--- src/rtl/core/packed_5bit_fifo_top_macros.svh ---
// Assertion macros for the packed 5-bit FIFO.
// Needs clk_i and rst_ni in the scope of the module that uses them.
`ifndef PACKED_5BIT_FIFO_TOP_MACROS_SVH
`define PACKED_5BIT_FIFO_TOP_MACROS_SVH

// property holds on every clock edge outside reset
`define PF5_ASSERT(lbl, prop) \
  lbl: assert property (@(posedge clk_i) disable iff (!rst_ni) (prop)) \
    else $error("%m: assertion failed");

// antecedent implies consequent on the next clock edge
`define PF5_ASSERT_NEXT(lbl, ante, cons) \
  lbl: assert property (@(posedge clk_i) disable iff (!rst_ni) (ante) |=> (cons)) \
    else $error("%m: assertion failed");

`endif

--- src/rtl/core/pf5_pkg.sv ---
// Shared constants, types and codes for the packed 5-bit FIFO.
// No dependencies.
package pf5_pkg;

  localparam int DEPTH       = 64;
  localparam int ELEM_BITS   = 5;
  localparam int STORE_BYTES = (DEPTH * ELEM_BITS + 7) / 8;
  localparam int BYTE_W      = $clog2(STORE_BYTES);
  localparam int POS_W       = $clog2(DEPTH * ELEM_BITS);
  localparam int LIM_W       = $clog2(DEPTH * ELEM_BITS + 1);
  localparam int CAP_W       = $clog2(DEPTH + 1);
  localparam int WIN_W       = 16;
  localparam int CAP_RESET   = 64;

  localparam logic [ELEM_BITS-1:0] ELEM_MASK = '1;

  localparam logic REQ_ENQ = 1'b0;
  localparam logic REQ_DEQ = 1'b1;

  typedef enum logic [1:0] {
    ST_DONE  = 2'd0,
    ST_FULL  = 2'd1,
    ST_EMPTY = 2'd2
  } status_e;

  // request to the packed store: read a two-byte window, or write it back
  typedef struct packed {
    logic              rd_en;
    logic [BYTE_W-1:0] rd_byte;
    logic              wr_en;
    logic [WIN_W-1:0]  wr_win;
  } store_req_t;

endpackage

--- src/rtl/core/pf5_store.sv ---
// Packed byte store split into even and odd byte banks, two-byte window access.
// Depends on pf5_pkg. Write targets the window of the last read.
module pf5_store (
  input  logic                     clk_i,
  input  logic                     rst_ni,
  input  pf5_pkg::store_req_t      req_i,
  output logic [pf5_pkg::WIN_W-1:0] rd_win_o
);
  import pf5_pkg::*;

  localparam int EV_DEPTH = (STORE_BYTES + 1) / 2;
  localparam int OD_DEPTH = STORE_BYTES / 2;
  localparam int EV_AW    = $clog2(EV_DEPTH);
  localparam int OD_AW    = $clog2(OD_DEPTH);

  logic [7:0] ev_mem [EV_DEPTH];
  logic [7:0] od_mem [OD_DEPTH];

  logic [BYTE_W:0]   byte_p1;
  logic [EV_AW-1:0]  ev_addr;
  logic [OD_AW-1:0]  od_addr;
  logic              hi_ok;
  logic              ev_en, od_en;

  logic [EV_AW-1:0]  ev_addr_q;
  logic [OD_AW-1:0]  od_addr_q;
  logic              lo_even_q, ev_en_q, od_en_q;
  logic [7:0]        ev_rd_q, od_rd_q;
  logic [7:0]        lo_wr, hi_wr;

  assign byte_p1 = {1'b0, req_i.rd_byte} + 1'b1;
  assign ev_addr = EV_AW'(byte_p1 >> 1);
  assign od_addr = OD_AW'(req_i.rd_byte >> 1);
  assign hi_ok   = (byte_p1 < (BYTE_W+1)'(STORE_BYTES));
  assign ev_en   = !req_i.rd_byte[0] || hi_ok;
  assign od_en   = req_i.rd_byte[0] || hi_ok;

  always_ff @(posedge clk_i or negedge rst_ni) begin
    if (!rst_ni) begin
      lo_even_q <= 1'b1;
      ev_en_q   <= 1'b0;
      od_en_q   <= 1'b0;
    end else if (req_i.rd_en) begin
      lo_even_q <= !req_i.rd_byte[0];
      ev_en_q   <= ev_en;
      od_en_q   <= od_en;
    end
  end

  always_ff @(posedge clk_i) begin
    if (req_i.rd_en) begin
      ev_addr_q <= ev_addr;
      od_addr_q <= od_addr;
      if (ev_en) begin
        ev_rd_q <= ev_mem[ev_addr];
      end
      if (od_en) begin
        od_rd_q <= od_mem[od_addr];
      end
    end
  end

  assign lo_wr = req_i.wr_win[7:0];
  assign hi_wr = req_i.wr_win[WIN_W-1:8];

  always_ff @(posedge clk_i) begin
    if (req_i.wr_en) begin
      if (ev_en_q) begin
        ev_mem[ev_addr_q] <= lo_even_q ? lo_wr : hi_wr;
      end
      if (od_en_q) begin
        od_mem[od_addr_q] <= lo_even_q ? hi_wr : lo_wr;
      end
    end
  end

  assign rd_win_o = lo_even_q ? {od_rd_q, ev_rd_q} : {ev_rd_q, od_rd_q};

endmodule

--- src/rtl/core/packed_5bit_fifo_top.sv ---
// Top level of the packed 5-bit FIFO: request handling, pointers, result register.
// Depends on pf5_pkg, pf5_store and packed_5bit_fifo_top_macros.svh.
//
//  channel   dir  payload                                    transaction
//  s_axis    in   tuser: req_type, tdata: element_in         tvalid & tready
//  m_axis    out  tuser: status, tdata: element_out, fill    tvalid & tready
//  cfg       in   data: capacity                             cfg_valid & cfg_ready
//
// One request at a time: the accept cycle issues the store read; the next cycle
// uses the two-byte window, writes it back on an enqueue and loads the result.
// Reset empties the queue and sets capacity 64; store content needs no clearing.
// A request is taken only when the result register is free or drained this cycle,
// and not while a configuration write is offered.
`include "packed_5bit_fifo_top_macros.svh"

module packed_5bit_fifo_top (
  input  logic        clk_i,
  input  logic        rst_ni,
  input  logic        s_axis_tvalid,
  output logic        s_axis_tready,
  input  logic [7:0]  s_axis_tdata,   // [4:0] element_in
  input  logic [0:0]  s_axis_tuser,   // [0] req_type
  output logic        m_axis_tvalid,
  input  logic        m_axis_tready,
  output logic [15:0] m_axis_tdata,   // [4:0] element_out, [11:5] fill_count
  output logic [1:0]  m_axis_tuser,   // [1:0] status
  input  logic        cfg_valid_i,
  output logic        cfg_ready_o,
  input  logic [pf5_pkg::CAP_W-1:0] cfg_data_i
);
  import pf5_pkg::*;

  typedef enum logic {S_IDLE, S_PROC} state_e;

  state_e               state_q;
  logic [CAP_W-1:0]     cap_q, held_q;
  logic [LIM_W-1:0]     lim_q;
  logic [POS_W-1:0]     head_q, tail_q;
  logic                 req_q;
  logic [ELEM_BITS-1:0] elem_q;
  logic [2:0]           off_q;

  logic                 m_valid_q;
  status_e              m_status_q;
  logic [ELEM_BITS-1:0] m_elem_q;
  logic [CAP_W-1:0]     m_fill_q;

  logic                 s_acc, cfg_acc;
  logic [POS_W-1:0]     pos;
  logic [CAP_W-1:0]     cap_new;
  store_req_t           st_req;
  logic [WIN_W-1:0]     rd_win, shifted, new_win;
  logic                 do_enq, do_deq;
  logic [POS_W-1:0]     head_nx, tail_nx;

  function automatic logic [POS_W-1:0] advance(logic [POS_W-1:0] p, logic [LIM_W-1:0] lim);
    logic [LIM_W:0] nx;
    nx = (LIM_W+1)'(p) + (LIM_W+1)'(ELEM_BITS);
    return (nx >= {1'b0, lim}) ? '0 : POS_W'(nx);
  endfunction

  assign cfg_ready_o   = (state_q == S_IDLE);
  assign cfg_acc       = cfg_valid_i && cfg_ready_o;
  assign s_axis_tready = (state_q == S_IDLE) && !cfg_valid_i && (!m_valid_q || m_axis_tready);
  assign s_acc         = s_axis_tvalid && s_axis_tready;

  always_comb begin
    priority if (cfg_data_i == '0) begin
      cap_new = CAP_W'(1);
    end else if (cfg_data_i > CAP_W'(DEPTH)) begin
      cap_new = CAP_W'(DEPTH);
    end else begin
      cap_new = cfg_data_i;
    end
  end

  assign pos = (s_axis_tuser[0] == REQ_DEQ) ? tail_q : head_q;

  assign shifted = rd_win >> off_q;
  assign new_win = (rd_win & ~(WIN_W'(ELEM_MASK) << off_q)) | (WIN_W'(elem_q) << off_q);
  assign do_enq  = (state_q == S_PROC) && (req_q == REQ_ENQ) && (held_q < cap_q);
  assign do_deq  = (state_q == S_PROC) && (req_q == REQ_DEQ) && (held_q != '0);
  assign head_nx = advance(head_q, lim_q);
  assign tail_nx = advance(tail_q, lim_q);

  always_comb begin
    st_req.rd_en   = s_acc;
    st_req.rd_byte = BYTE_W'(pos >> 3);
    st_req.wr_en   = do_enq;
    st_req.wr_win  = new_win;
  end

  pf5_store u_store (
    .clk_i    (clk_i),
    .rst_ni   (rst_ni),
    .req_i    (st_req),
    .rd_win_o (rd_win)
  );

  always_ff @(posedge clk_i or negedge rst_ni) begin
    if (!rst_ni) begin
      state_q    <= S_IDLE;
      cap_q      <= CAP_W'(CAP_RESET);
      lim_q      <= LIM_W'(CAP_RESET * ELEM_BITS);
      held_q     <= '0;
      head_q     <= '0;
      tail_q     <= '0;
      m_valid_q  <= 1'b0;
      m_status_q <= ST_DONE;
    end else begin
      if (m_valid_q && m_axis_tready) begin
        m_valid_q <= 1'b0;
      end
      unique case (state_q)
        S_IDLE: begin
          if (cfg_acc) begin
            cap_q  <= cap_new;
            lim_q  <= LIM_W'(cap_new * ELEM_BITS);
            held_q <= '0;
            head_q <= '0;
            tail_q <= '0;
          end else if (s_acc) begin
            state_q <= S_PROC;
          end
        end
        S_PROC: begin
          state_q   <= S_IDLE;
          m_valid_q <= 1'b1;
          if (req_q == REQ_ENQ) begin
            if (do_enq) begin
              m_status_q <= ST_DONE;
              head_q     <= head_nx;
              held_q     <= held_q + 1'b1;
            end else begin
              m_status_q <= ST_FULL;
            end
          end else begin
            if (do_deq) begin
              m_status_q <= ST_DONE;
              tail_q     <= tail_nx;
              held_q     <= held_q - 1'b1;
            end else begin
              m_status_q <= ST_EMPTY;
            end
          end
        end
        default: state_q <= S_IDLE;
      endcase
    end
  end

  always_ff @(posedge clk_i) begin
    if (s_acc) begin
      req_q  <= s_axis_tuser[0];
      elem_q <= s_axis_tdata[ELEM_BITS-1:0];
      off_q  <= pos[2:0];
    end
    if (state_q == S_PROC) begin
      m_elem_q <= do_deq ? shifted[ELEM_BITS-1:0] : '0;
      priority if (do_enq) begin
        m_fill_q <= held_q + 1'b1;
      end else if (do_deq) begin
        m_fill_q <= held_q - 1'b1;
      end else begin
        m_fill_q <= held_q;
      end
    end
  end

  assign m_axis_tvalid = m_valid_q;
  assign m_axis_tuser  = m_status_q;
  assign m_axis_tdata  = {4'b0, m_fill_q, m_elem_q};

  `PF5_ASSERT(a_held_le_cap, held_q <= cap_q)
  `PF5_ASSERT_NEXT(a_accept_to_proc, s_acc, state_q == S_PROC)
  `PF5_ASSERT(a_proc_slot_free, (state_q == S_PROC) |-> !m_valid_q)

endmodule
--- config.mk ---
export PLATFORM = sky130hd
export DESIGN_NAME = packed_5bit_fifo_top
export DESIGN_NICKNAME = d
export VERILOG_FILES = /design/src/rtl/core/pf5_pkg.sv /design/src/rtl/core/pf5_store.sv /design/src/rtl/core/packed_5bit_fifo_top.sv
export VERILOG_INCLUDE_DIRS = /design/src /design/src/rtl/core
export SDC_FILE = /design/constraint.sdc
export NUM_CORES = 1
export LEC_CHECK = 0
export ABC_AREA = 1
export ABC_CLOCK_PERIOD_IN_PS = 7000
export BUFFER_PORTS_ARGS = -buffer_cell sky130_fd_sc_hd__buf_2
export CORE_ASPECT_RATIO = 1.75
export CORE_MARGIN = 2
export CORE_UTILIZATION = 63
export DETAILED_ROUTE_END_ITERATION = 12
export PLACE_DENSITY_LB_ADDON = 0.25
export SYNTH_ARGS = -nofsm -noshare
export SYNTH_HDL_FRONTEND = slang
export SYNTH_SLANG_ARGS = --single-unit
--- constraint.sdc ---
create_clock -name clk_i -period 7 [get_ports clk_i]
set_input_delay 0.35 -clock clk_i [delete_from_list [all_inputs] [get_ports clk_i]]
set_output_delay 0.35 -clock clk_i [all_outputs]
set_load 0.01 [all_outputs]
==> impl_metrics.env, run 1 <==
export IMPL_outcome="completed"
export IMPL_max_clock_freq_mhz=273
export IMPL_cts_sinks=413
export IMPL_cts_resized_gates=0
export IMPL_p_r_area_growth_vs_syn_pct=7.74
export IMPL_dr_pass1_iters=5
export IMPL_clkSlewWorstSetupHoldPaths_ns=0.06
export IMPL_postSynthCellCount=1996
export IMPL_layout_filler_cells=2315
export IMPL_yosysSeqAreaShare_pct=62.3
export IMPL_port_buffers=34
export IMPL_num_vias=14100
export IMPL_grt_pass1_vias=13900
export IMPL_final_max_slew_viol_count=0
export IMPL_route_detailed_vias_per_inst=5.79
export IMPL_post_synth_num_cell_types=51
export IMPL_multi_input_area_um2=6300
export IMPL_drt_initial_drc_count=1098
export IMPL_ir_drop_v=0.000234
export IMPL_rsz0062_at_grt="false"
export IMPL_critPathMaxFanout=22
export IMPL_first_pass_grt_wire_length_mm=72.7
export IMPL_hpwl_mm=31.1
export IMPL_synth_top_cells_by_area="sky130_fd_sc_hd__edfxtp_1, sky130_fd_sc_hd__nand2_1, sky130_fd_sc_hd__dfrtp_1, sky130_fd_sc_hd__nand3_1, sky130_fd_sc_hd__o21ai_0"
export IMPL_internal_power_mw=3.98
export IMPL_ff_latch_area_um2=12200
export IMPL_fin_cells=2431
export IMPL_maximum_number_of_pins_on_one_net_before_global_route_repair=107
export IMPL_routabilityCongestion=0.955
export IMPL_final_period_utilization_pct=52.3
export IMPL_clock_insertion_delay_at_the_later_pin_of_the_skew_report_ns=0.54
export IMPL_synth_compound_gate_area_share_pct=7.20
export IMPL_die_area_um2=32500
export IMPL_hold_path_class="input pin to asynchronous set/reset pin"
export IMPL_finalHoldViolCount=0
export IMPL_nets=2077
export IMPL_globalRouteTotalUtil_pct=29.5
export IMPL_design_portCount=42
export IMPL_post_synth_cell_area_avg_um2=9.79
export IMPL_sequential_fraction_of_design_power_pct=54.3
export IMPL_post_synth_top_area_cell="sky130_fd_sc_hd__edfxtp_1"
export IMPL_start_kind="flip-flop"
export IMPL_ys_ff_latch=413
export IMPL_timing_final_setup_violations=0
export IMPL_cts_tree="done"
export IMPL_antenna_found_initial=0
export IMPL_cts_buffers=36
export IMPL_mappedNetlistArea_um2=19500
export IMPL_static_leakage_power_nw=8.63
export IMPL_synthAdderAreaFrac_pct=2.66
export IMPL_ys_dominant_reg_cell="sky130_fd_sc_hd__edfxtp_1"
export IMPL_synthMuxAreaShare_pct=0.102
export IMPL_slew_headroom_pct=22.5
export IMPL_clk_root_buffer_cell="sky130_fd_sc_hd__clkbuf_16"
export IMPL_post_synth_and_or_nand_nor_area_fraction_pct=21.3
export IMPL_power_switching_fraction_pct=25.7
export IMPL_crit_path_end_kind="flip-flop"
export IMPL_asyncSetResetFlopFracSynth_pct=11.1
export IMPL_synth_xor_area_share_pct=0.897
export IMPL_criticalPathCategory="flip-flop to flip-flop"
export IMPL_placed_cells_incl_taps=2363
export IMPL_yosys_top_cells_count="sky130_fd_sc_hd__nand2_1, sky130_fd_sc_hd__edfxtp_1, sky130_fd_sc_hd__nor2_1"
export IMPL_core_area_um2=30600
export IMPL_cts_hold_repair_buffers=5
export IMPL_worst_slew_pin_slew_ns=1.16
export IMPL_required_ns=7.16
export IMPL_yosys_cell_count_top_type="sky130_fd_sc_hd__nand2_1"
export IMPL_synth_top_family_by_area="simple AND/OR/NAND/NOR gates"
export IMPL_p_total_mw=5.37
export IMPL_wirelength_mm=46.8
export IMPL_grt_remaining_overflow=0
export IMPL_start_util_pct=63.8
export IMPL_synth_yosys_warnings=0
export IMPL_power_switching_mw=1.38
export IMPL_count_of_flip_flops_with_a_built_in_enable_after_synthesis=367
export IMPL_synth_top_area_share_pct=56.4
export IMPL_routedWlPerCell_um=19.2
export IMPL_combinationalPowerShare_pct=11.9
export IMPL_cts_setup_buffers=0
export IMPL_setup_tns_ns=0
export IMPL_rows=85
export IMPL_power_clock_fraction_pct=33.8
export IMPL_timing_final_crit_period_ns=3.66
export IMPL_die_width_um=137
export IMPL_antenna_diode_count=0
export IMPL_postRouteAntennaNets=0
export IMPL_timing_clock_skew_ns=0.0180
export IMPL_fp_dieH_um=237
export IMPL_drcViolationCount=0
export IMPL_reg2regPathDepth=7
export IMPL_power_density_nw_per_um2=255
export IMPL_critical_path_arrival_ns=3.82
export IMPL_h_tree_depth=2
export IMPL_drive_gt1_share_pct=7.25
export IMPL_cts_buffer_depth=3
export IMPL_drv_max_cap_violation_count=0
[worst paths after layout]
path | slack [ns] | from | to
worst max register to register | 3.34 | state_q$_DFF_PN0_ | u_store.od_mem[16][6]$_DFFE_PP_
max in group asynchronous | 6.30 | rst_ni | tail_q[1]$_DFFE_PN0P_
worst max-delay path | 3.34 | state_q$_DFF_PN0_ | u_store.od_mem[16][6]$_DFFE_PP_
worst min register to register | 0.49 | lim_q[7]$_DFFE_PN0P_ | lim_q[7]$_DFFE_PN0P_
worst min-delay path | 0.02 | rst_ni | cap_q[1]$_DFFE_PN0P_
min in group clk_i | 0.05 | m_axis_tready | m_axis_tvalid$_DFFE_PN0P_
[through the flow]
stage / setup WS (ns) / util [%] / area (um^2) / hold slack, ns
2_1_floorplan: 4.45 / - / 19600 / 0.0544
3_3_place_gp: 3.27 / 65.2 / 20000 / 0.466
5_1_grt: 3.21 / 68.7 / 21100 / 0.0579
4_1_cts: 3.40 / 68.7 / 21100 / 0.0359
3_5_place_dp: 3.25 / 65.2 / 20000 / 0.479
6_report: 3.34 / 68.7 / 21100 / 0.0185
[per-layer routing]
layer	part of all wire (%)	up-vias	GRT usage, %
met4	6.6	0	18.3
met5	0	-	0
met2	53	507	53.0
met3	5.0	154	3.83
met1	35	6641	32.3
li1	-	6767	-
[power by group through the flow]
stage	Sequential [mW]	Combinational, mW	Clock, mW
finish	2.91	0.640	1.81
global route	2.92	0.709	1.92
CTS	2.91	0.636	1.83
detailed placement	2.96	0.631	0
global placement	2.96	0.609	0
floorplan	2.95	0.388	0
[registers in the layout, indices dropped and copies added (netlist names), 5 cells and up]
| name | flops |
|---|---|
| u_store.ev_mem | 160 |
| u_store.od_addr_q | 5 |
| lim_q | 7 |
| head_q | 9 |
| tail_q | 9 |
| m_elem_q | 5 |
| u_store.ev_addr_q | 5 |
| cap_q | 7 |
| held_q | 7 |
| u_store.od_rd_q | 8 |
| u_store.ev_rd_q | 8 |
| u_store.od_mem | 160 |
| m_fill_q | 7 |
| elem_q | 5 |
[logic make-up (layout without fill, tap and decap cells)]
group           Yosys count  in the layout
other cells               1              4
buf+inv                 256            297
simple gates           1016           1016
xor+xnor                 20             20
fa+ha+maj                41             41
mux                       2              2
flops                   413            413
compound gates          247            247
[critical path, cell delays in order, from the launching register on]
cell	delay, ns
sky130_fd_sc_hd__dfrtp_1	0.76
sky130_fd_sc_hd__inv_1	0.25
sky130_fd_sc_hd__nor2_1	0.37
sky130_fd_sc_hd__nand3_1	0.12
sky130_fd_sc_hd__buf_4	0.24
sky130_fd_sc_hd__nor2_1	0.43
sky130_fd_sc_hd__nand3_1	0.35
sky130_fd_sc_hd__nor2_1	0.76
[cells in the final DEF (no fill, tap or decap), types with 5 or more instances in the layout]
| cell type | instances |
|---|---|
| sky130_fd_sc_hd__edfxtp_1 | 367 |
| sky130_fd_sc_hd__nand4_1 | 34 |
| sky130_fd_sc_hd__ha_1 | 39 |
| sky130_fd_sc_hd__clkinv_1 | 9 |
| sky130_fd_sc_hd__o22ai_1 | 14 |
| sky130_fd_sc_hd__inv_1 | 158 |
| sky130_fd_sc_hd__inv_2 | 10 |
| sky130_fd_sc_hd__a21oi_1 | 47 |
| sky130_fd_sc_hd__clkbuf_16 | 36 |
| sky130_fd_sc_hd__clkinv_2 | 9 |
| sky130_fd_sc_hd__xor2_1 | 18 |
| sky130_fd_sc_hd__o21ai_1 | 16 |
| sky130_fd_sc_hd__nand2_2 | 9 |
| sky130_fd_sc_hd__o211ai_1 | 27 |
| sky130_fd_sc_hd__buf_2 | 34 |
| sky130_fd_sc_hd__clkbuf_1 | 7 |
| sky130_fd_sc_hd__dlygate4sd3_1 | 5 |
| sky130_fd_sc_hd__nand2_1 | 655 |
| sky130_fd_sc_hd__buf_4 | 24 |
| sky130_fd_sc_hd__nor3_1 | 6 |
| sky130_fd_sc_hd__nand3_1 | 137 |
| sky130_fd_sc_hd__dfrtp_1 | 42 |
| sky130_fd_sc_hd__o21ai_0 | 118 |
| sky130_fd_sc_hd__nor2_1 | 160 |
[cell type report]
cell class / count / share of cell area (%)
inverter: 171 / 3.06
tap: 391 / 2.32
sequential: 413 / 57.8
multi-input combinational: 1330 / 29.9
clock inverter: 20 / 0.535
timing repair buffer: 63 / 1.90
clock buffer: 43 / 4.40
Power figures use the tool's default switching activity.
==> run 2, diff against run 1 <==
--- a/config.mk
+++ b/config.mk
@@ -6,12 +6,12 @@
 export SDC_FILE = /design/constraint.sdc
 export NUM_CORES = 1
 export LEC_CHECK = 0
-export ABC_AREA = 1
-export ABC_CLOCK_PERIOD_IN_PS = 7000
+export ABC_AREA = 0
+export ABC_CLOCK_PERIOD_IN_PS = 3300
 export BUFFER_PORTS_ARGS = -buffer_cell sky130_fd_sc_hd__buf_2
 export CORE_ASPECT_RATIO = 1.75
 export CORE_MARGIN = 2
-export CORE_UTILIZATION = 63
+export CORE_UTILIZATION = 57
 export DETAILED_ROUTE_END_ITERATION = 12
 export PLACE_DENSITY_LB_ADDON = 0.25
 export SYNTH_ARGS = -nofsm -noshare
==> constraint.sdc (replaced) <==
create_clock -name clk_i -period 3.3 [get_ports clk_i]
set_input_delay 0.165 -clock clk_i [delete_from_list [all_inputs] [get_ports clk_i]]
set_output_delay 0.165 -clock clk_i [all_outputs]
set_load 0.01 [all_outputs]
==> run 2 against run 1 <==
  * Final cell count down 21%
  * Area after synthesis decreased by 4.5%
  * Sequential power increased by 110%
  * Critical path depth increased by 1
  * Critical endpoint is now u_store.ev_mem[0][6]$_DFFE_PP_
  * Power rose by 130%
  * Combinational power grew to 2.8 times the previous value
  * Core utilization is 3.1 points lower
  * Die area is 5.4% higher
  * Largest power group unchanged
  * Global-route usage shrank 3.5 points
==> impl_metrics.env, run 2 <==
export IMPL_clock_insertion_delay_at_the_later_pin_of_the_skew_report_ns=0.54
export IMPL_rsz0062_at_grt="false"
export IMPL_final_period_utilization_pct=92.4
export IMPL_mostFrequentLayoutCell="sky130_fd_sc_hd__edfxtp_1"
export IMPL_cts_buffers=37
export IMPL_reg2regPathDepth=8
export IMPL_antenna_found_initial=0
export IMPL_cts_tree="done"
export IMPL_ys_ff_latch=413
export IMPL_die_width_um=141
export IMPL_crit_path_end_kind="flip-flop"
export IMPL_port_buffers=34
export IMPL_stdcell_area_um2=21100
export IMPL_hpwl_mm=29.1
export IMPL_timing_final_setup_violations=0
export IMPL_route_detailed_vias_per_inst=6.17
export IMPL_p_r_area_growth_vs_syn_pct=13.3
export IMPL_cell_by_cell_listing_of_the_critical_path="inv_1 > ha_1 > a211o_1 > a221oi_4 > nand2_2 > nor3b_1 > nor3b_1 > buf_4"
export IMPL_core_area_um2=32200
export IMPL_required_ns=3.54
export IMPL_worst_r2r_endpoint="u_store.ev_mem[0][6]$_DFFE_PP_"
export IMPL_timing_clock_skew_ns=0.0117
export IMPL_count_of_flip_flops_with_a_built_in_enable_after_synthesis=367
export IMPL_post_synth_cell_area_avg_um2=13.5
export IMPL_postSynthCellCount=1386
export IMPL_rows=87
export IMPL_start_kind="flip-flop"
export IMPL_cp_slowest_cell="sky130_fd_sc_hd__nor3b_1"
export IMPL_wirelength_mm=43.8
export IMPL_grt_remaining_overflow=0
export IMPL_start_util_pct=57.9
export IMPL_die_area_um2=34300
export IMPL_critPathMaxFanout=7
export IMPL_yosysSeqAreaShare_pct=65.3
export IMPL_outcome="completed"
export IMPL_hold_path_class="input pin to flip-flop"
export IMPL_fin_ws_ns=0.251
export IMPL_fp_dieH_um=243
export IMPL_h_tree_depth=2
export IMPL_preCtsSetupSlack_ns=0.232
export IMPL_nets=1554
export IMPL_cts_buffer_depth=3
export IMPL_ir_drop_v=0.000546
export IMPL_asyncSetResetFlopFracSynth_pct=11.1
export IMPL_criticalPathCategory="flip-flop to flip-flop"
export IMPL_clkSlewWorstSetupHoldPaths_ns=0.06
export IMPL_setup_tns_ns=0
export IMPL_placed_cells_incl_taps=1845
export IMPL_final_max_slew_viol_count=0
export IMPL_drive_gt1_share_pct=18.6
export IMPL_slew_headroom_pct=16.5
export IMPL_synth_yosys_warnings=0
export IMPL_reg2reg_setup_slack_ns=0.25
export IMPL_synth_top_cells_by_area="sky130_fd_sc_hd__edfxtp_1, sky130_fd_sc_hd__dfrtp_1, sky130_fd_sc_hd__mux4_2, sky130_fd_sc_hd__nand2_1, sky130_fd_sc_hd__ha_1"
export IMPL_layout_cells_most_common_list="sky130_fd_sc_hd__edfxtp_1, sky130_fd_sc_hd__nand2_1, sky130_fd_sc_hd__buf_4"
export IMPL_hold_path_cell_count=1
export IMPL_routabilityCongestion=0.888
export IMPL_top_regs="u_store.ev_mem x160, u_store.od_mem x160"
export IMPL_critPathBufInv=2
export IMPL_grt_pass1_vias=12000
export IMPL_placed_area_um2=19800
export IMPL_hold_start="s_axis_tuser"
export IMPL_path_common_cell="sky130_fd_sc_hd__nor3b_1"
export IMPL_timing_final_crit_period_ns=3.05
export IMPL_yosys_top_cells_count="sky130_fd_sc_hd__edfxtp_1, sky130_fd_sc_hd__nand2_1, sky130_fd_sc_hd__nor2_1"
export IMPL_post_synth_top_area_cell="sky130_fd_sc_hd__edfxtp_1"
export IMPL_yosys_cell_count_top_type="sky130_fd_sc_hd__edfxtp_1"
export IMPL_cts_setup_buffers=0
export IMPL_p_total_mw=12.4
export IMPL_critical_path_arrival_ns=3.29
export IMPL_drcViolationCount=0
export IMPL_whs_endpoint="req_q$_DFFE_PP_"
export IMPL_worst_slew_pin_slew_ns=1.23
export IMPL_maximum_number_of_pins_on_one_net_before_global_route_repair=81
export IMPL_post_synth_num_cell_types=72
export IMPL_routedWlPerCell_um=22.8
export IMPL_finalHoldViolCount=0
export IMPL_ys_dominant_reg_cell="sky130_fd_sc_hd__edfxtp_1"
export IMPL_critical_path_max_stage_delay_ns=0.41
export IMPL_synth_top_area_share_pct=59.1
export IMPL_static_leakage_power_nw=7.75
export IMPL_dr_pass1_iters=5
export IMPL_critical_path_cell_count=8
export IMPL_num_vias=11800
export IMPL_mappedNetlistArea_um2=18700
export IMPL_antenna_diode_count=0
export IMPL_power_density_nw_per_um2=588
export IMPL_cts_sinks=413
export IMPL_first_pass_grt_wire_length_mm=67.7
export IMPL_max_clock_freq_mhz=328
export IMPL_layout_filler_cells=2328
export IMPL_worst_r2r_startpoint="cap_q[1]$_DFFE_PN0P_"
export IMPL_globalRouteTotalUtil_pct=26.0
export IMPL_critical_path_top_delay_family="simple AND/OR/NAND/NOR gates"
export IMPL_clk_root_buffer_cell="sky130_fd_sc_hd__clkbuf_16"
export IMPL_fin_cells=1920
export IMPL_design_portCount=42
export IMPL_drv_max_cap_violation_count=0
export IMPL_drt_initial_drc_count=1073
export IMPL_postRouteAntennaNets=0
-- run 2: changes by cell type after synthesis, moves of 25 or more --
cell	delta
sky130_fd_sc_hd__a311oi_1	+33
sky130_fd_sc_hd__nor2_1	-75
sky130_fd_sc_hd__mux2i_1	+28
sky130_fd_sc_hd__and3_1	+34
sky130_fd_sc_hd__nand2_1	-427
sky130_fd_sc_hd__nand3_1	-90
sky130_fd_sc_hd__mux2_2	+25
sky130_fd_sc_hd__nand4_1	-29
sky130_fd_sc_hd__mux4_2	+43
sky130_fd_sc_hd__o211ai_1	-26
sky130_fd_sc_hd__o21ai_0	-77
sky130_fd_sc_hd__inv_1	-123
-- run 2: logic make-up after synthesis --
kind of cell / Yosys count / synth area share [%]
other cells: 1 / 0.0201
buf+inv: 118 / 2.68
mux: 99 / 8.43
fa+ha+maj: 41 / 2.79
compound gates: 217 / 8.16
flops: 413 / 65.3
simple gates: 470 / 11.4
xor+xnor: 27 / 1.31
-- run 2: power by group --
part           total [mW]  internal [mW]  switching [mW]
sequential           6.21           6.09           0.119
combinational        1.81          0.644            1.17
clock                4.40           2.54            1.86
total                12.4           9.28            3.15
-- run 2: per-stage QoR --
| step | hold slack, ns | util (%) |
|---|---|---|
| finish | 0.0292 | 65.6 |
| global route | 0.0213 | 65.6 |
| CTS | 0.0103 | 65.6 |
| detailed placement | 0.344 | 61.5 |
| global placement | 0.342 | 61.5 |
| floorplan | -0.131 | - |
-- run 2: worst register-to-register path, stage by stage (launching register included) --
cell                       delay, ns
sky130_fd_sc_hd__dfrtp_1        0.38
sky130_fd_sc_hd__inv_1          0.13
sky130_fd_sc_hd__ha_1           0.25
sky130_fd_sc_hd__a211o_1        0.30
sky130_fd_sc_hd__a221oi_4       0.38
sky130_fd_sc_hd__nand2_2        0.23
sky130_fd_sc_hd__nor3b_1        0.40
sky130_fd_sc_hd__nor3b_1        0.42
sky130_fd_sc_hd__buf_4          0.26
-- run 2: layout make-up --
class                           instances  area, um^2  share of cell area (%)
Tap cell                              400         500                    2.37
Clock buffer                           47         995                    4.70
Timing Repair Buffer                  143        1070                    5.07
Inverter                               39         146                   0.692
Clock inverter                         20         234                    1.11
Sequential cell                       413       12200                    57.6
Multi-Input combinational cell        858        6020                    28.5
-- run 2: worst max-delay path by stage --
stage                     startpoint                             end  slack, ns
4_1_cts         cap_q[1]$_DFFE_PN0P_  u_store.ev_mem[0][2]$_DFFE_PP_       0.29
3_5_place_dp            s_axis_tuser    u_store.ev_rd_q[0]$_DFFE_PP_       0.23
6_report        cap_q[1]$_DFFE_PN0P_  u_store.ev_mem[0][6]$_DFFE_PP_       0.25
3_3_place_gp            s_axis_tuser    u_store.ev_rd_q[0]$_DFFE_PP_       0.27
5_1_grt        head_q[2]$_DFFE_PN0P_           head_q[2]$_DFFE_PN0P_       0.08
2_1_floorplan  tail_q[4]$_DFFE_PN0P_    u_store.ev_rd_q[4]$_DFFE_PP_       0.15
-- run 2: routing by layer --
metal  global-route usage, %  part of all wire, %  vias to the layer above  wire length, um
li1                        -                    -                     5426                -
met1                    30.3                   36                     5860            15900
met2                    46.5                   53                      426            23400
met3                    2.91                  4.6                      128             2010
met4                    14.3                  5.9                        0             2600
met5                       0                    0                        -                0
-- run 2: timing repair --
action,CTS,global route
setup endpoints to repair,0,0
resized for setup,0,0
endpoints found under the hold margin,49,0
hold buffers,8,0
==> run 3, diff against run 2 <==
--- a/config.mk
+++ b/config.mk
@@ -7,11 +7,11 @@
 export NUM_CORES = 1
 export LEC_CHECK = 0
 export ABC_AREA = 0
-export ABC_CLOCK_PERIOD_IN_PS = 3300
+export ABC_CLOCK_PERIOD_IN_PS = 3800
 export BUFFER_PORTS_ARGS = -buffer_cell sky130_fd_sc_hd__buf_2
 export CORE_ASPECT_RATIO = 1.75
 export CORE_MARGIN = 2
-export CORE_UTILIZATION = 57
+export CORE_UTILIZATION = 63
 export DETAILED_ROUTE_END_ITERATION = 12
 export PLACE_DENSITY_LB_ADDON = 0.25
 export SYNTH_ARGS = -nofsm -noshare
==> constraint.sdc (replaced) <==
create_clock -name clk_i -period 3.8 [get_ports clk_i]
set_input_delay 0.19 -clock clk_i [delete_from_list [all_inputs] [get_ports clk_i]]
set_output_delay 0.19 -clock clk_i [all_outputs]
set_load 0.01 [all_outputs]
==> run 3 against run 2 <==
  * Register-to-register slack gained 0.19 ns
  * First-iteration DRC count shrank 8.8%
  * Final cell count shrank 2.6%
  * Worst hold slack gained 0.031 ns
  * Sequential cell count is the same
  * Highest routed layer unchanged
  * Largest power group unchanged
  * Core utilization grew 5.4 points
  * Largest cell class unchanged
==> impl_metrics.env, run 3 (same netlist as run 2, synthesis figures left out) <==
export IMPL_outcome="completed"
export IMPL_final_period_utilization_pct=88.5
export IMPL_timing_final_crit_period_ns=3.36
export IMPL_finalHoldViolCount=0
export IMPL_cts_buffer_depth=3
export IMPL_postRouteAntennaNets=0
export IMPL_rsz0062_at_grt="false"
export IMPL_cts_sinks=413
export IMPL_routabilityCongestion=0.917
export IMPL_critical_path_top_delay_family="simple AND/OR/NAND/NOR gates"
export IMPL_critPathBufInv=1
export IMPL_cts_hold_repair_buffers=9
export IMPL_setup_worst_path_start="held_q[4]$_DFFE_PN0P_"
export IMPL_layout_cells_most_common_list="sky130_fd_sc_hd__edfxtp_1, sky130_fd_sc_hd__nand2_1, sky130_fd_sc_hd__nor2_1"
export IMPL_hold_slack_ns=0.0597
export IMPL_drv_max_cap_violation_count=0
export IMPL_die_width_um=134
export IMPL_rows=83
export IMPL_clk_root_buffer_cell="sky130_fd_sc_hd__clkbuf_16"
export IMPL_worst_slew_pin_slew_ns=1.15
export IMPL_max_clock_freq_mhz=297
export IMPL_slew_headroom_pct=22.0
export IMPL_criticalPathCategory="flip-flop to flip-flop"
export IMPL_port_buffers=34
export IMPL_worst_r2r_startpoint="held_q[4]$_DFFE_PN0P_"
export IMPL_timing_final_setup_violations=0
export IMPL_clock_insertion_delay_at_the_later_pin_of_the_skew_report_ns=0.53
export IMPL_drive_gt1_share_pct=16.9
export IMPL_stdcell_area_um2=20800
export IMPL_die_area_um2=31100
export IMPL_p_total_mw=10.5
export IMPL_cts_resized_gates=0
export IMPL_routedWlPerCell_um=23.0
export IMPL_critical_path_arrival_ns=3.60
export IMPL_first_pass_grt_wire_length_mm=66.3
export IMPL_num_vias=11800
export IMPL_wirelength_mm=43.0
export IMPL_nets=1527
export IMPL_h_tree_depth=2
export IMPL_hpwl_mm=28.6
export IMPL_cp_slowest_cell="sky130_fd_sc_hd__dfrtp_1"
export IMPL_critical_path_max_stage_delay_ns=0.57
export IMPL_start_util_pct=63.7
export IMPL_power_density_nw_per_um2=507
export IMPL_p_r_area_growth_vs_syn_pct=11.5
export IMPL_ir_drop_v=0.000583
export IMPL_antenna_found_initial=0
export IMPL_clkSlewWorstSetupHoldPaths_ns=0.06
export IMPL_hold_path_class="input pin to flip-flop"
export IMPL_cts_setup_buffers=0
export IMPL_start_kind="flip-flop"
export IMPL_cell_by_cell_listing_of_the_critical_path="ha_1 > a21o_1 > a21o_1 > a221oi_4 > nand2_2 > nor3b_1 > nor3b_1 > buf_4"
export IMPL_crit_path_end_kind="flip-flop"
export IMPL_drt_initial_drc_count=979
export IMPL_top_regs="u_store.ev_mem x160, u_store.od_mem x160"
export IMPL_globalRouteTotalUtil_pct=28.5
export IMPL_maximum_number_of_pins_on_one_net_before_global_route_repair=80
export IMPL_route_detailed_vias_per_inst=6.30
export IMPL_critPathMaxFanout=13
export IMPL_layout_filler_cells=1995
export IMPL_dr_pass1_iters=7
export IMPL_core_area_um2=29300
export IMPL_drcViolationCount=0
export IMPL_timing_clock_skew_ns=0.0122
export IMPL_final_max_slew_viol_count=0
export IMPL_cts_buffers=37
export IMPL_required_ns=4.04
export IMPL_grt_pass1_vias=12000
export IMPL_static_leakage_power_nw=7.56
export IMPL_setup_tns_ns=0
export IMPL_hold_start="s_axis_tvalid"
export IMPL_fp_dieH_um=232
export IMPL_grt_remaining_overflow=0
export IMPL_placed_area_um2=19600
export IMPL_cts_tree="done"
export IMPL_mostFrequentLayoutCell="sky130_fd_sc_hd__edfxtp_1"
export IMPL_design_portCount=42
run 3: cell types whose count changed in the layout (fill, tap and decap cells not counted):
cell	change
sky130_fd_sc_hd__buf_4	-25
sky130_fd_sc_hd__clkinv_2	-4
sky130_fd_sc_hd__buf_12	-3
sky130_fd_sc_hd__bufinv_16	-3
sky130_fd_sc_hd__clkbuf_1	-3
sky130_fd_sc_hd__clkbuf_8	+2
sky130_fd_sc_hd__clkbuf_16	+1
sky130_fd_sc_hd__clkinv_8	-1
sky130_fd_sc_hd__clkinvlp_4	+1
sky130_fd_sc_hd__diode_2	+1
sky130_fd_sc_hd__dlygate4sd3_1	+1
sky130_fd_sc_hd__inv_6	+1
sky130_fd_sc_hd__o21ai_1	+1
sky130_fd_sc_hd__o21ai_2	-1
run 3: routing by layer:
metal | global-route usage, % | vias up | part of all wire (%)
li1 | - | 5372 | -
met1 | 32.8 | 5838 | 35
met2 | 50.1 | 427 | 53
met4 | 17.9 | 0 | 6.6
met3 | 3.63 | 141 | 5.0
met5 | 0 | - | 0
run 3: layout make-up:
| class | count | area [um^2] | area share (%) |
|---|---|---|---|
| Tap cell | 382 | 478 | 2.30 |
| Clock buffer | 47 | 1040 | 4.98 |
| Multi-Input combinational cell | 858 | 6020 | 28.9 |
| Inverter | 39 | 146 | 0.703 |
| Sequential cell | 413 | 12200 | 58.5 |
| Timing Repair Buffer | 116 | 833 | 4.00 |
| Clock inverter | 14 | 124 | 0.595 |
| Antenna cell | 1 | 2.50 | 0.0120 |
run 3: per-stage QoR:
step / setup slack (ns) / instances / utilization [%]
floorplan: 0.482 / 1389 / -
global placement: 0.553 / 1799 / 66.8
detailed placement: 0.463 / 1799 / 66.8
CTS: 0.474 / 1869 / 71.1
global route: 0.303 / 1869 / 71.1
finish: 0.437 / 1870 / 71.1
run 3: final timing paths:
path                                                   to  slack, ns  cells after the start
max in group asynchronous           tail_q[5]$_DFFE_PN0P_       3.01                      3
max reg2reg                u_store.ev_mem[0][2]$_DFFE_PP_       0.44                      8
min in group asynchronous           head_q[6]$_DFFE_PN0P_       0.29                      3
max                        u_store.ev_mem[0][2]$_DFFE_PP_       0.44                      8
min                                     state_q$_DFF_PN0_       0.06                      3
min reg2reg                   m_axis_tuser[0]$_DFFE_PN0P_       0.48                      1
run 3: worst reg2reg max path: stages (launching register included):
cell and delay, ns:
sky130_fd_sc_hd__dfrtp_1 0.57, sky130_fd_sc_hd__ha_1 0.33, sky130_fd_sc_hd__a21o_1 0.16, sky130_fd_sc_hd__a21o_1 0.20, sky130_fd_sc_hd__a221oi_4 0.44, sky130_fd_sc_hd__nand2_2 0.30, sky130_fd_sc_hd__nor3b_1 0.46, sky130_fd_sc_hd__nor3b_1 0.36
sky130_fd_sc_hd__buf_4 0.24
run 3: power by group:
group	switching (mW)	internal [mW]
clock	1.57	2.06
sequential	0.125	5.29
combinational	0.982	0.518
total	2.68	7.87
